--- src/lmbs_ram.sv ---
// Generic simple dual-port RAM with registered read and read enable.
module lmbs_ram #(
    parameter int WIDTH = 8,
    parameter int DEPTH = 256
) (
    input  logic                     clk,
    input  logic                     wr_en,
    input  logic [$clog2(DEPTH)-1:0] wr_addr,
    input  logic [WIDTH-1:0]         wr_data,
    input  logic                     rd_en,
    input  logic [$clog2(DEPTH)-1:0] rd_addr,
    output logic [WIDTH-1:0]         rd_data
);

    logic [WIDTH-1:0] mem [DEPTH];

    // Write port
    always_ff @(posedge clk)
    begin
        if (wr_en)
        begin
            mem[wr_addr] <= wr_data;
        end
    end

    // Read port, data held while rd_en is low
    always_ff @(posedge clk)
    begin
        if (rd_en)
        begin
            rd_data <= mem[rd_addr];
        end
    end

endmodule

--- config.mk ---
export PLATFORM = sky130hd
export DESIGN_NAME = lmbs_ram
export DESIGN_NICKNAME = d
export VERILOG_FILES = /design/src/lmbs_ram.sv
export SDC_FILE = /design/constraint.sdc
export NUM_CORES = 2
export LEC_CHECK = 0
export ABC_AREA = 0
export BUFFER_PORTS_ARGS = -buffer_cell sky130_fd_sc_hd__buf_4
export CAP_MARGIN = 25
export CORE_UTILIZATION = 55
export CTS_CLUSTER_DIAMETER = 80
export CTS_CLUSTER_SIZE = 25
export DETAILED_ROUTE_END_ITERATION = 16
export PLACE_DENSITY = 0.73
export SETUP_SLACK_MARGIN = 0.4
export SLEW_MARGIN = 30
export SYNTH_ARGS = -nofsm -noshare
export SYNTH_HDL_FRONTEND = slang
export SYNTH_SLANG_ARGS = --single-unit
--- constraint.sdc ---
create_clock -name clk -period 2.15 [get_ports clk]
set_input_delay 0.1075 -clock clk [delete_from_list [all_inputs] [get_ports clk]]
set_output_delay 0.1075 -clock clk [all_outputs]
set_load 0.01 [all_outputs]
### Word-level counts from Yosys, hierarchy flattened

Memory sizes are Yosys's and may differ from the RTL's. A register that Yosys moved wholly into a read port is not among the register bits.
Index checks and enable logic that the tools add are counted.

* muxes and demuxes: 2

Operators with widths (number)
* 2-to-1 mux 1 bit: 2

* register bits after elaboration: 0
* RAM bits: 2048
* input bits: 27
* word-level logic and storage cells: 3
* memories kept: 1

Memories
* mem: depth 256, width 8, read ports 1, clocked after memory_dff 1, write ports 1, RTL line 15 `logic [WIDTH-1:0] mem [DEPTH];`

### Depth between registers and ports, before layout

* depth after elaboration: 2
* depth in mapped cells: 11
* gate-level depth less buffers: 6

### Worst setup path after synthesis

Ideal clock, no wire load.

* path type: input -> register
* start point: in rd_addr[0]
* end point: reg rd_data[2] (read register of mem), data pin
* arrival: 1915 ps
* slack: -34 ps
* stages on the path: 9
* path buffers: 4
* path through: buf_6 buf_12 buf_8 buf_2 mux4_2 a22oi_1 a21oi_1 nor4_1 nor4_2

RTL lines
* start: declaration: RTL line 11 `input logic [$clog2(DEPTH)-1:0] rd_addr,`
* end: declaration: RTL line 12 `output logic [WIDTH-1:0] rd_data`

==> results.py <==
metrics = {
    "cells_and_area": {
        "post_route_cells_drive_above_1_share_pct": 32.6,
        "fin_area_um2": 90500,
        "final.fill_count": 9465,
        "fin_nets": 4258,
        "area_delta_synth_final_pct": 13.6,
        "postLayoutCoreUtil_pct": 63.0,
    },
    "timing": {
        "timing_limited_maximum_frequency_ghz": 0.424,
        "totalNegativeSetupSlack_ns": -0.930,
        "fin_skew_ns": 0.0375,
        "grt_setup_unrepaired": "true",
        "timing_worst_slew_pin_value_ns": 0.789,
        "setup-violations-final": 7,
        "timing.final.max_slew_violations": 0,
        "layout_setup_ws_ns": -0.207,
        "finalCriticalPeriod_ns": 2.36,
        "hold_violations": 0,
        "final.hold.worst_slack_ns": 0.0436,
        "relSlewSlack_pct": 47.2,
        "min_period_over_period_pct": 110,
    },
    "status": {
        "failed_checks": "DRC, setup timing",
        "outcome": "finished, violations left",
    },
    "global_route": {
        "grt_util_overall_pct": 26.8,
        "antenna_found_initial": 7,
        "grt_first_pass_wirelength_um": 282000,
        "pin_count_of_the_biggest_net_entering_global_routing": 85,
        "global_route.overflow_total": 0,
        "grt_pass1_vias": 40300,
    },
    "yosys": {
        "synthesis.area_um2": 79600,
        "dominant_combinational_cell_family_by_area_after_synthesis": "multiplexers",
        "yosys.area_share.xor_xnor_pct": 0,
        "synth_seq_area_share_pct": 77.5,
        "synth.top_cell.area_share_pct": 77.5,
        "synthesis.yosys.warnings": 0,
        "netlist_top_cells_area": "edfxtp_1 (78%), mux4_2 (13%), mux2i_1 (1.7%), nor2_1 (1.3%), a22oi_1 (1.3%)",
        "complex_gate_fraction_of_the_synthesized_area_pct": 3.42,
        "synth.cells.most_frequent": "edfxtp_1 (2056), mux4_2 (454), nor2_1 (282), mux2i_1 (134), a22oi_1 (133)",
        "muxShareOfSynthArea_pct": 14.6,
        "ys.flop_type": "edfxtp_1",
        "netlist_instances": 3733,
        "synth.net_count": 3760,
        "synth-edff-count": 2056,
        "synth_async_sr_flop_share_pct": 0,
        "yosysMostFrequentCell": "edfxtp_1",
        "synthSimpleGateAreaFrac_pct": 2.63,
        "synth_area_per_cell_um2": 21.3,
        "flops_latches_synth": 2056,
        "synth_area_leader_cell": "edfxtp_1",
        "synthDistinctLibCells": 54,
        "adder_cell_share_of_the_synthesized_area_pct": 0,
    },
    "clocking": {
        "tritoncts_clock_tree": "built",
        "cts_num_sinks": 2056,
        "cts.htree.levels": 3,
        "post_cts.repair.setup_buffers": 0,
        "clk_transition_reported_paths_ns": 0.10,
        "insertion_delay_ns": 0.76,
        "clock_tree.buffer_depth": 3,
        "clock-root-buffer": "clkbuf_16",
        "cts-buffers-inserted": 98,
    },
    "floorplanning": {
        "row_count": 139,
        "design.portCount": 35,
        "floorplan.initialDensity_pct": 55.4,
        "dieHeight_um": 383,
        "core-area_um2": 144000,
        "fp.dieArea_um2": 146000,
        "chipWidth_um": 383,
    },
    "routing": {
        "via_count": 40200,
        "drcViolationCount": 4,
        "drtAntennaViolNets": 0,
        "drt_pre_antenna_iters": 12,
        "drt_first_iter_violations": 5436,
        "wire_per_inst_um": 31.3,
        "post_drt_via_cell_ratio": 6.51,
        "drt_wirelength_um": 193000,
    },
    "critical_path": {
        "worst-setup-path-type": "register to register",
        "worstReg2RegStart": "mem[82][2]$_DFFE_PP_",
        "worstPathMaxFanout": 1,
        "critical_path_required_ns": 2.64,
        "critical-path-max-stage-delay_ns": 0.51,
        "critPathSlowestCell": "mux4_2",
        "crit_chain": "mux4_2 > mux4_2 > nor2b_4 > nor4_2 > buf_4 > buf_6 > nor4_2",
        "worst-r2r-setup-slack_ns": -0.21,
        "reg2reg_to": "rd_data[2]$_DFFE_PP_",
        "cells_on_worst_reg2reg_path": 7,
        "cp_data_arrival_time_ns": 2.85,
        "startpoint_type": "register",
        "capturing_element_type_of_the_critical_path": "register",
    },
    "placed_design": {
        "dp.final_hpwl_um": 128000,
        "gp_congestion": 0.898,
        "portBuffers": 34,
        "postPlaceCellArea_um2": 87100,
    },
    "pwr": {
        "cellPowerDensity_nw_per_um2": 779,
        "total_leakage_power_nw": 28.3,
        "vdd.ir_drop.worst_mv": 0.924,
    },
    "min_path": {
        "worstHoldPathType": "primary input to register",
        "holdPathStages": 3,
        "hold-path-endpoint": "mem[127][5]$_DFFE_PP_",
        "hold_path.startpoint": "wr_addr[4]",
    },
    "job": {
        "timing.max_cap.violations": 0,
    },
}
## worst max-delay path: cells and delay by family (launching register included)
family                 cells  cell delay (ns)
buffers and inverters      2             0.34
flip-flops                 1             0.37
multiplexers               2             1.00
AND/OR/NAND/NOR            3             0.38
## through the flow
stage / power [W] / setup WS, ns / cells
floorplan: 0.0474 / 0.0851 / 3733
global placement: 0.0496 / -1.85 / 6023
detailed placement: 0.0497 / -1.15 / 6025
CTS: 0.0707 / -0.242 / 6170
global route: 0.0721 / -0.259 / 6171
finish: 0.0705 / -0.207 / 6173
## flip-flops by register name, indices dropped and copies added, names as in the netlist
signal,count
mem,2048
rd_data,8
## repair_timing
action / in CTS / in global routing
hold buffers: 9 / 0
gates resized for setup: 46 / 15
endpoints found under the hold margin: 349 / 0
pin swaps: 17 / 8
endpoints found under the setup margin: 8 / 8
## cell type report
class / instances / area [um2] / area share, %
well taps: 1903 / 2380 / 2.63
multi-input cells: 1442 / 17600 / 19.5
inverters: 2 / 7.51 / 0.00830
repair buffers: 631 / 5750 / 6.35
diodes: 3 / 7.51 / 0.00830
flip-flops and latches: 2056 / 61700 / 68.2
clock inverters: 34 / 455 / 0.503
clock buffers: 102 / 2510 / 2.77
## cells in the final DEF (no fill, tap or decap), types with 6 or more instances in the layout
master,synthesis,final
edfxtp_1,2056,2056
buf_4,27,537
mux4_2,454,455
nor2_1,282,175
mux2i_1,134,134
a22oi_1,133,128
nor2_4,0,103
clkbuf_16,0,100
a21oi_1,96,91
buf_12,8,73
o221ai_1,46,45
nand2_1,33,33
o22ai_1,28,28
nor2b_1,31,23
nand3_1,34,23
nor3_1,22,17
nor4_2,3,14
nand3_2,0,11
inv_6,0,11
nor4_1,24,10
nand4_1,10,10
a211oi_1,16,10
o211ai_1,10,10
o21ai_0,10,10
dlygate4sd3_1,0,9
nand2b_1,8,8
a22o_1,8,8
a221oi_1,13,8
clkbuf_8,0,8
bufinv_16,0,7
nor2b_4,0,6
and2_1,6,6
clkinv_1,1,6
a211oi_2,0,6
## power breakdown
part,leakage [nW],internal (W),switching [W],total [W]
clock,1.46,0.00943,0.0122,0.0216
combinational,8.36,0.00191,0.00279,0.00471
sequential,18.5,0.0441,0.0000583,0.0442
## logic make-up after synthesis
family,Yosys count
DFF,2056
buffers and inverters,235
muxes,591
and+or+nand+nor,466
AOI/OAI and AO/OA,385
## per-layer routing
metal / track usage (%) / vias to the layer above / share of wire [%]
li1: - / 16600 / -
met1: 38.4 / 21100 / 38
met2: 42.8 / 2212 / 49
met3: 4.20 / 316 / 9.5
met4: 8.62 / 2 / 3.5
met5: 0 / - / 0.0072
## how the worst max path moves through the flow
stage,from,endpoint,slack (ns)
after floorplan,rd_addr[0],rd_data[0]$_DFFE_PP_,0.09
after global placement,rd_addr[0],rd_data[2]$_DFFE_PP_,-1.85
after detailed placement,rd_addr[0],rd_data[2]$_DFFE_PP_,-1.15
after CTS,mem[97][2]$_DFFE_PP_,rd_data[2]$_DFFE_PP_,-0.24
after global routing,mem[83][2]$_DFFE_PP_,rd_data[2]$_DFFE_PP_,-0.26
final,mem[82][2]$_DFFE_PP_,rd_data[2]$_DFFE_PP_,-0.21
No activity file was read; power rests on OpenSTA's default activity.
